**config.mk**
```make
export PLATFORM = sky130hd
export DESIGN_NAME = brace_scope_matcher
export DESIGN_NICKNAME = d
export VERILOG_FILES = /design/src/rtl/core/bsm_pkg.sv /design/src/rtl/core/bsm_cell.sv /design/src/rtl/core/bsm_stack.sv /design/src/rtl/core/brace_scope_matcher.sv
export SDC_FILE = /design/constraint.sdc
export NUM_CORES = 2
export LEC_CHECK = 0
export ABC_CLOCK_PERIOD_IN_PS = 11800
export BUFFER_PORTS_ARGS = -buffer_cell sky130_fd_sc_hd__buf_4
export CORE_MARGIN = 2
export CORE_UTILIZATION = 60
export DETAILED_ROUTE_END_ITERATION = 6
export GPL_ROUTABILITY_DRIVEN = 1
export GPL_TIMING_DRIVEN = 0
export PLACE_DENSITY = 0.85
export SYNTH_ARGS = -nofsm -noshare
export SYNTH_HDL_FRONTEND = slang
export SYNTH_HIERARCHICAL = 1
export SYNTH_SLANG_ARGS = --single-unit
```
**constraint.sdc**
```tcl
create_clock -name clk_i -period 11.8 [get_ports clk_i]
set_input_delay 2.36 -clock clk_i [delete_from_list [all_inputs] [get_ports clk_i]]
set_output_delay 2.36 -clock clk_i [all_outputs]
set_load 0.1 [all_outputs]
```
**src/rtl/core/bsm_pkg.sv**
```systemverilog
`timescale 1ns / 1ps

package bsm_pkg;

  // result codes
  typedef enum logic [1:0] {
    KIND_SCOPE     = 2'd0,
    KIND_ROOT      = 2'd1,
    KIND_UNMATCHED = 2'd2,
    KIND_OVERFLOW  = 2'd3
  } bsm_kind_e;

  // byte codes that matter
  localparam logic [7:0] CHAR_NEWLINE = 8'h0A;
  localparam logic [7:0] CHAR_OPEN    = 8'h7B;
  localparam logic [7:0] CHAR_CLOSE   = 8'h7D;

  // fixed widths of the result word
  localparam int unsigned OUT_LINE_W = 20;
  localparam int unsigned OUT_CNT_W  = 7;

  // shift command for the cell chain, push and pop never both
  typedef struct packed {
    logic push;
    logic pop;
  } bsm_stack_ctl_t;

endpackage

```
**src/rtl/core/bsm_cell.sv**
```systemverilog
`timescale 1ns / 1ps

module bsm_cell import bsm_pkg::*; #(
  parameter int unsigned LINE_BITS = 20
) (
  input  logic                 clk_i,
  input  bsm_stack_ctl_t       ctl_i,
  input  logic [LINE_BITS-1:0] up_i,
  input  logic [LINE_BITS-1:0] down_i,
  output logic [LINE_BITS-1:0] data_o
);

  logic [LINE_BITS-1:0] data_d, data_q;

  always_comb begin
    priority if (ctl_i.push) begin
      data_d = up_i;
    end else if (ctl_i.pop) begin
      data_d = down_i;
    end else begin
      data_d = data_q;
    end
  end

  always_ff @(posedge clk_i) begin
    data_q <= data_d;
  end

  assign data_o = data_q;

endmodule

```
**src/rtl/core/bsm_stack.sv**
```systemverilog
`timescale 1ns / 1ps

module bsm_stack import bsm_pkg::*; #(
  parameter int unsigned STACK_DEPTH = 64,
  parameter int unsigned LINE_BITS   = 20
) (
  input  logic                 clk_i,
  input  bsm_stack_ctl_t       ctl_i,
  input  logic [LINE_BITS-1:0] push_data_i,
  output logic [LINE_BITS-1:0] top_o
);

  logic [LINE_BITS-1:0] cell_data [STACK_DEPTH];

  // cell 0 is the top, a push shifts toward the bottom
  for (genvar i = 0; i < STACK_DEPTH; i++) begin : g_cell
    logic [LINE_BITS-1:0] up, down;

    if (i == 0) begin : g_first
      assign up = push_data_i;
    end else begin : g_mid_up
      assign up = cell_data[i-1];
    end

    if (i == STACK_DEPTH - 1) begin : g_last
      assign down = cell_data[i];
    end else begin : g_mid_down
      assign down = cell_data[i+1];
    end

    bsm_cell #(
      .LINE_BITS(LINE_BITS)
    ) u_cell (
      .clk_i (clk_i),
      .ctl_i (ctl_i),
      .up_i  (up),
      .down_i(down),
      .data_o(cell_data[i])
    );
  end

  assign top_o = cell_data[0];

endmodule

```
**src/rtl/core/brace_scope_matcher.sv**
```systemverilog
`timescale 1ns / 1ps

// channel  | direction | handshake              | word
// ---------+-----------+------------------------+----------------------------------------
// in       | input     | in_valid_i/in_ready_o  | char_byte_i, end_of_file_i
// out      | output    | out_valid_o/out_ready_i| kind_o, start_line_o, end_line_o,
//          |           |                        | nest_level_o, unclosed_count_o
//
// one byte per cycle; a stalled result blocks input only while the output
// register stays full. push and pop are one shift of the cell chain, and the
// result enters the output register in the cycle after its byte is taken
// reset clears the stack pointer, line count, partial-line flag, error flag
// and output valid; cell contents are left as they are, the stack pointer says which are live

module brace_scope_matcher import bsm_pkg::*; #(
  parameter int unsigned STACK_DEPTH = 64,
  parameter int unsigned LINE_BITS   = 20
) (
  input  logic                  clk_i,
  input  logic                  rst_ni,
  input  logic                  in_valid_i,
  output logic                  in_ready_o,
  input  logic [7:0]            char_byte_i,
  input  logic                  end_of_file_i,
  output logic                  out_valid_o,
  input  logic                  out_ready_i,
  output logic [1:0]            kind_o,
  output logic [OUT_LINE_W-1:0] start_line_o,
  output logic [OUT_LINE_W-1:0] end_line_o,
  output logic [OUT_CNT_W-1:0]  nest_level_o,
  output logic [OUT_CNT_W-1:0]  unclosed_count_o
);

  localparam int unsigned SP_W = $clog2(STACK_DEPTH + 1);
  localparam logic [LINE_BITS-1:0] LINE_SAT = {LINE_BITS{1'b1}};
  localparam logic [SP_W-1:0] SP_FULL = SP_W'(STACK_DEPTH);

  // control state
  logic [SP_W-1:0]      sp_d, sp_q;
  logic [LINE_BITS-1:0] nl_d, nl_q;
  logic                 partial_d, partial_q;
  logic                 err_d, err_q;

  // output register
  logic                  out_valid_d, out_valid_q;
  bsm_kind_e             kind_d, kind_q;
  logic [OUT_LINE_W-1:0] start_d, start_q;
  logic [OUT_LINE_W-1:0] end_d, end_q;
  logic [OUT_CNT_W-1:0]  nest_d, nest_q;
  logic [OUT_CNT_W-1:0]  uncl_d, uncl_q;

  logic                 in_fire;
  logic                 res_valid;
  logic [LINE_BITS-1:0] cur_line;
  logic [LINE_BITS-1:0] last_line;
  logic [LINE_BITS-1:0] top_line;
  logic [31:0]          cur_ext, last_ext, top_ext, sp_ext;
  bsm_stack_ctl_t       stk_ctl;

  assign in_ready_o = !out_valid_q || out_ready_i;
  assign in_fire    = in_valid_i && in_ready_o;

  // saturating line numbers
  assign cur_line  = (nl_q == LINE_SAT) ? nl_q : nl_q + LINE_BITS'(1);
  assign last_line = partial_q ? cur_line : nl_q;

  // fit line and count values to the fixed result widths
  assign cur_ext  = 32'(cur_line);
  assign last_ext = 32'(last_line);
  assign top_ext  = 32'(top_line);
  assign sp_ext   = 32'(sp_q);

  bsm_stack #(
    .STACK_DEPTH(STACK_DEPTH),
    .LINE_BITS  (LINE_BITS)
  ) u_stack (
    .clk_i      (clk_i),
    .ctl_i      (stk_ctl),
    .push_data_i(cur_line),
    .top_o      (top_line)
  );

  always_comb begin
    sp_d      = sp_q;
    nl_d      = nl_q;
    partial_d = partial_q;
    err_d     = err_q;
    stk_ctl   = '0;
    res_valid = 1'b0;
    kind_d    = kind_q;
    start_d   = start_q;
    end_d     = end_q;
    nest_d    = nest_q;
    uncl_d    = uncl_q;

    if (in_fire) begin
      if (end_of_file_i) begin
        // root scope, then back to a fresh file
        res_valid = 1'b1;
        kind_d    = KIND_ROOT;
        start_d   = OUT_LINE_W'(1);
        end_d     = last_ext[OUT_LINE_W-1:0];
        nest_d    = '0;
        uncl_d    = sp_ext[OUT_CNT_W-1:0];
        sp_d      = '0;
        nl_d      = '0;
        partial_d = 1'b0;
        err_d     = 1'b0;
      end else if (!err_q) begin
        if (char_byte_i == CHAR_NEWLINE) begin
          nl_d      = cur_line;
          partial_d = 1'b0;
        end else begin
          partial_d = 1'b1;
          if (char_byte_i == CHAR_OPEN) begin
            if (sp_q == SP_FULL) begin
              // brace dropped
              res_valid = 1'b1;
              kind_d    = KIND_OVERFLOW;
              start_d   = cur_ext[OUT_LINE_W-1:0];
              end_d     = '0;
              nest_d    = '0;
              uncl_d    = sp_ext[OUT_CNT_W-1:0];
            end else begin
              stk_ctl.push = 1'b1;
              sp_d         = sp_q + SP_W'(1);
            end
          end else if (char_byte_i == CHAR_CLOSE) begin
            res_valid = 1'b1;
            if (sp_q == '0) begin
              // close with nothing open: hold until end of file
              err_d   = 1'b1;
              kind_d  = KIND_UNMATCHED;
              start_d = '0;
              end_d   = cur_ext[OUT_LINE_W-1:0];
              nest_d  = '0;
              uncl_d  = '0;
            end else begin
              stk_ctl.pop = 1'b1;
              sp_d        = sp_q - SP_W'(1);
              kind_d      = KIND_SCOPE;
              start_d     = top_ext[OUT_LINE_W-1:0];
              end_d       = cur_ext[OUT_LINE_W-1:0];
              nest_d      = sp_ext[OUT_CNT_W-1:0];
              uncl_d      = '0;
            end
          end
        end
      end
    end

    if (res_valid) begin
      out_valid_d = 1'b1;
    end else if (out_ready_i) begin
      out_valid_d = 1'b0;
    end else begin
      out_valid_d = out_valid_q;
    end
  end

  always_ff @(posedge clk_i or negedge rst_ni) begin
    if (!rst_ni) begin
      sp_q        <= '0;
      nl_q        <= '0;
      partial_q   <= 1'b0;
      err_q       <= 1'b0;
      out_valid_q <= 1'b0;
    end else begin
      sp_q        <= sp_d;
      nl_q        <= nl_d;
      partial_q   <= partial_d;
      err_q       <= err_d;
      out_valid_q <= out_valid_d;
    end
  end

  // result payload, loaded only together with a new result
  always_ff @(posedge clk_i) begin
    if (res_valid) begin
      kind_q  <= kind_d;
      start_q <= start_d;
      end_q   <= end_d;
      nest_q  <= nest_d;
      uncl_q  <= uncl_d;
    end
  end

  assign out_valid_o      = out_valid_q;
  assign kind_o           = kind_q;
  assign start_line_o     = start_q;
  assign end_line_o       = end_q;
  assign nest_level_o     = nest_q;
  assign unclosed_count_o = uncl_q;

  // stack pointer never runs past the cell chain
  a_sp_bound: assert property (@(posedge clk_i) disable iff (!rst_ni)
    sp_q <= SP_FULL)
    else $error("stack pointer beyond depth");

  // no push into a full chain, no pop from an empty one
  a_no_bad_shift: assert property (@(posedge clk_i) disable iff (!rst_ni)
    !(stk_ctl.push && sp_q == SP_FULL) && !(stk_ctl.pop && sp_q == '0))
    else $error("stack shift out of range");

  // end of file leaves a clean state
  a_eof_clear: assert property (@(posedge clk_i) disable iff (!rst_ni)
    in_fire && end_of_file_i |=> sp_q == '0 && nl_q == '0 && !err_q && !partial_q)
    else $error("state not cleared after end of file");

  // while in error hold, any byte but end of file changes nothing
  a_err_hold: assert property (@(posedge clk_i) disable iff (!rst_ni)
    in_fire && !end_of_file_i && err_q |=> $stable(nl_q) && $stable(sp_q) && !out_valid_q)
    else $error("byte acted on during error hold");

  // a produced result shows up in the output register
  a_res_shown: assert property (@(posedge clk_i) disable iff (!rst_ni)
    res_valid |=> out_valid_q)
    else $error("result lost");

endmodule

```
# Word level (Yosys, flattened, before mapping)
# Cells that the tools add are included.
[classes]
reduce_logical = 12
n_mux = 195
magnitude_cmp = 0
div_mod_pow = 0
shift = 0
eq_ne = 10
mul = 0
bitwise_logic = 0
addsub = 3
[op_table]
columns = ["operator", "count"]
rows = [
  ["$mux 20", 143],
  ["$mux 7", 19],
  ["$mux 1", 23],
  ["$add 20x1->20 const B", 1],
  ["$eq 20x20->1 const B", 1],
  ["$mux 2", 10],
  ["$eq 8x7->1 const B", 2],
  ["$reduce_and 6->1", 2],
  ["$eq 8x4->1 const B", 1],
  ["$add 7x1->7 const B", 1],
  ["$eq 7x7->1 const B", 1],
  ["$logic_not 7->1", 1],
  ["$sub 7x1->7 const B", 1],
  ["$ne 3x3->1 const B", 2],
  ["$reduce_bool 2->1", 3],
  ["$ne 2x2->1 const B", 2],
  ["$ne 3x2->1 const B", 1],
  ["$reduce_and 3->1", 1],
  ["$reduce_bool 3->1", 1],
  ["$reduce_and 2->1", 1],
  ["$logic_and 1x1->1", 1],
  ["$logic_not 1->1", 1],
  ["$logic_or 1x1->1", 1],
]
[word_totals]
output_inout_bits = 58
mem_bits_rw = 0
regBits = 1366
wordCells = 294
latchBits = 0
input_bits = 13
mem_count = 0
rom_bits = 0

# Depth between registers and ports, before layout
[logic_depth]
depth_word = 10
ltp_mapped = 11
mapped_depth_nobuf = 10

# By module
# The synthesis kept the hierarchy.
[by_module_without_submodules]
columns = ["mod", "area_each_um2", "cells_per_inst", "seq_area_each_um2", "n_inst"]
rows = [
  ["bsm_cell", 925.9, 43, 600.6, 64],
  ["brace_scope_matcher", 4725.8, 469, 2432.3, 1],
]

# Worst setup path after synthesis
# OpenSTA, ideal clock, no wires.
[synth_path]
path_type = "input-to-reg"
start = "in out_ready_i"
end = "reg u_stack.g_cell[0].u_cell.data_q[0] (enable)"
n_path_buf = 1
cell_stages = 6
t_required_ps = 11451
setup_time_ps = 349
arrival_time_ps = 10200
path_slack_ps = 1251
cell_sequence = "nand2b_1 > nand2_1 > nor4_1 > and2_1 > buf_6 > or2_2"
[synth_rtl]
columns = ["item", "line_no", "text"]
rows = [
  ["start: declaration", "brace_scope_matcher.sv:26", "input logic out_ready_i,"],
  ["end signal: assignment", "bsm_cell.sv:26", "data_q <= data_d;"],
  ["end: declaration", "bsm_cell.sv:13", "logic [LINE_BITS-1:0] data_d, data_q;"],
]

==> summary.md <==
| Metric | Value |
|---|---|
| RD Place Congestion | 0.907 |
| Maximum number of pins on one net before global-route repair | 60 |
| Total of warnings raised by yosys | 6 |
| Power Dens Cells | 142 nW/um2 |
| Post-Syn Area | 64000 um2 |
| Clock buffer count from CTS | 138 |
| Fraction of layout instances using a drive strength above 1 | 50.2% |
| Simple-gate portion of the synthesized area | 2.00% |
| CTS tree | done |
| Kind of launch point of the worst setup path | input port |
| Clock skew | 0.0217 ns |
| Total congestion overflow after global routing | 0 |
| FP Rows | 119 |
| Time the final worst path needs with I/O delays and setup | 5.61 ns |
| Worst path most repeated cell | buf_16 |
| Maximum cell stage delay along the critical path | 0.70 ns |
| Buf+Inv Stages, Crit Path | 5 |
| Crit-path cells | buf_4 > nand4bb_1 > nor2_1 > inv_1 > a21oi_1 > and2_4 > buf_16 > buf_16 > buf_6 > or2_2 |
| First-pass iteration count of the detailed router | 6 |
| Count of final hold-check violations | 0 |
| Post-synthesis share of cell area spent on xor and xnor gates | 0.287% |
| HPWL after detailed placement | 77.8 mm |
| Total DRC errors in the routed layout | 0 |
| Asr flop ratio synth | 2.20% |
| Number of global-route vias before repair | 31826 |
| Area of the multi-input gates | 21500 um2 |
| Sum of internal, switching and leakage power | 10100 uW |
| Antenna violations before repair | 0 |
| Cell at the root of the clock tree | clkbuf_16 |
| NumNets Final | 3461 |
| Initial core utilization | 60.6% |
| Largest family of logic cells by synthesized area | multiplexers |
| Distinct cell type count after synthesis | 57 |
| Number of H-tree levels | 4 |
| Highest ir drop seen on vdd | 0.138 mV |
| Worst-case clock buffer depth | 3 |
| Post-synthesis instance total | 3221 |
| Post-synthesis sequential element count | 1366 |
| Ant. Diodes | 0 |
| Routed via count | 29960 |
| Post-detailed-route via-to-cell ratio | 6.07 |
| Port bufs | 70 |
| Top delay family on crit path | simple AND/OR/NAND/NOR gates |
| EDFF count, synth | 1336 |
| # clock sinks | 1366 |
| DRT antenna net count | 0 |
| RSZ-0062 raised after global routing | false |
| Routed wire length per instance | 25.6 um |
| Worst-case headroom to the max-slew limit | 31.4% |
| Clock edge transition at the registers on the reported setup and hold paths | 0.06 ns |
| Mean cell area of the mapped netlist | 19.9 um2 |
| Worst-Skew Late Latency | 0.73 ns |
| Fmax | 178 MHz |
| Largest fanout on the critical path | 51 |
| Top-level port count | 71 |
| Most instantiated flip-flop cell in the synthesis netlist | edfxtp_1 |
| Endpoint type of the worst setup path | flop |
| Dpl ws | 5.57 ns |
| Post-Synthesis Net Count | 3241 |
| RR Startpoint | out_valid_o |
| Outcome | complete, no violations |
| Die extent in x | 331 um |
| Data required, critical path | 12.15 ns |
| # Post-CTS Setup Buffers | 0 |
| Fill cells | 6300 |
| Height of the die | 331 um |
| Final Setup Violations | 0 |
| Sequential standard cell area | 40900 um2 |
| Fin crit share | 47.6% |
| Total Routed Length | 126 mm |
| Seq/Total Area, Yosys | 63.9% |
| Total of hold buffers inserted after clock tree synthesis | 0 |
| Total core area | 106000 um2 |
| Leak pwr | 0.0256 uW |
| Synthesized-area fraction occupied by ao, oa, aoi and oai cells | 1.32% |
| First element of the critical path | char_byte_i[7] |
| Worst hold start | u_stack/g_cell[49].u_cell/data_o[17] |
| Data arrival time at the worst-slack endpoint | 5.96 ns |
| Overall track demand over capacity in global routing | 23.0% |
| Setup slack of the critical path after layout | 6.19 ns |
| Detailed router's first-iteration violation count | 2941 |
| Pins Over Slew Limit | 0 |
| Path category of the worst min-delay check | flop to flop |
| # Max-Cap Violations | 0 |
| Area growth from synthesis to layout | 10.9% |
| # resized after CTS | 0 |
| CP max stage cell | and2_4 |
| Actual slew at the worst max-slew pin | 1.02 ns |
| Global-route wire length before repair | 194 mm |
| Total die area | 109000 um2 |
| Adder-cell area share of the yosys netlist | 0.137% |
| Proportion of synthesized area in mux cells | 29.9% |
| Startpoint-to-endpoint class of the critical path | input port to flop |
## cell usage after synthesis (all sizes together) (4+ instances only)
cell / instances / share of area, %
inv: 8 / 0.047
edfxtp: 1336 / 63
nand3: 16 / 0.13
o21ai: 34 / 0.27
a21oi: 39 / 0.31
mux2: 1281 / 30
and2: 12 / 0.12
clkbuf: 21 / 0.13
a22o: 30 / 0.41
nor2: 44 / 0.26
mux2i: 11 / 0.17
or4: 4 / 0.053
ha: 7 / 0.14
nand4: 6 / 0.082
nand2: 43 / 0.26
or2: 65 / 0.64
or3: 4 / 0.039
nor4: 8 / 0.078
xor2: 10 / 0.14
buf: 141 / 2.4
nor3: 11 / 0.10
and3: 8 / 0.078
dfrtp: 30 / 1.2
a31oi: 6 / 0.059
xnor2: 11 / 0.15
## registers in the layout, summed over array words and instances (netlist names), 2 cells and up
name / count
end_line_o: 20
kind_o: 2
start_line_o: 20
unclosed_count_o: 7
sp_q: 7
nl_q: 20
nest_level_o: 7
u_stack/g_cell.u_cell/data_o: 1280
## routing by layer
| metal | vias to the layer above | part of all wire [%] | GRT usage [%] |
|---|---|---|---|
| li1 | 13073 | - | - |
| met1 | 15636 | 44 | 32.9 |
| met2 | 1053 | 48 | 37.1 |
| met3 | 198 | 5.3 | 3.27 |
| met4 | 0 | 2.2 | 6.68 |
| met5 | - | 0 | 0 |
## final timing paths
check | end | slack [ns] | cells past startpoint
setup / recovery | u_stack/g_cell[38].u_cell/data_o[18] | 6.19 | 10
hold reg to reg | u_stack/g_cell[50].u_cell/data_o[17] | 0.57 | 1
min in group asynchronous | sp_q[3] | 1.57 | 1
hold / removal | u_stack/g_cell[50].u_cell/data_o[17] | 0.57 | 1
max in group asynchronous | nl_q[3] | 9.90 | 1
setup reg to reg | u_stack/g_cell[38].u_cell/data_o[18] | 7.90 | 8
## layout make-up
| class | count | share of cell area [%] |
|---|---|---|
| multi-input cells | 1684 | 30.3 |
| plain buffers | 162 | 2.24 |
| well taps | 1391 | 2.45 |
| repair buffers | 80 | 0.949 |
| inverters | 9 | 0.0476 |
| clock buffers | 163 | 5.07 |
| clock inverters | 81 | 1.30 |
| flip-flops and latches | 1366 | 57.6 |
## placed cells by master, fill, tap and decap left out, types with 30 or more instances in the layout
| cell type | count |
|---|---|
| a22o_1 | 30 |
| edfxtp_1 | 1336 |
| nand2_1 | 42 |
| dfrtp_1 | 30 |
| buf_6 | 128 |
| mux2_2 | 65 |
| clkbuf_16 | 140 |
| or2_2 | 65 |
| nor2_1 | 42 |
| buf_4 | 76 |
| a21oi_1 | 39 |
| clkbuf_1 | 42 |
| mux2_4 | 1216 |
| o21ai_0 | 33 |
## logic make-up after synthesis
kind of cell    count (synthesis)
compound gates                131
xor+xnor                       21
fa+ha+maj                       7
buf+inv                       171
flops                        1366
mux                          1292
simple gates                  233
## report_power, final
part           switching (uW)  total, uW  internal (uW)
logic                     241        346            106
registers                27.8       5320           5290
clock network            1890       4430           2550
total                    2160      10100           7940
## stage by stage
stage / cells / util, % / instance area [um2] / TNS, ns / hold slack, ns
3_3_place_gp: 4682 / 62.8 / 66200 / -3457.26 / 0.545
3_5_place_dp: 4692 / 62.9 / 66400 / 0 / 0.565
6_report: 4936 / 67.2 / 70900 / 0 / 0.572
5_1_grt: 4936 / 67.2 / 70900 / 0 / 0.591
4_1_cts: 4936 / 67.2 / 70900 / 0 / 0.572
2_1_floorplan: 3221 / - / 64000 / 0 / 0.496
Power figures use the tool's default switching activity.
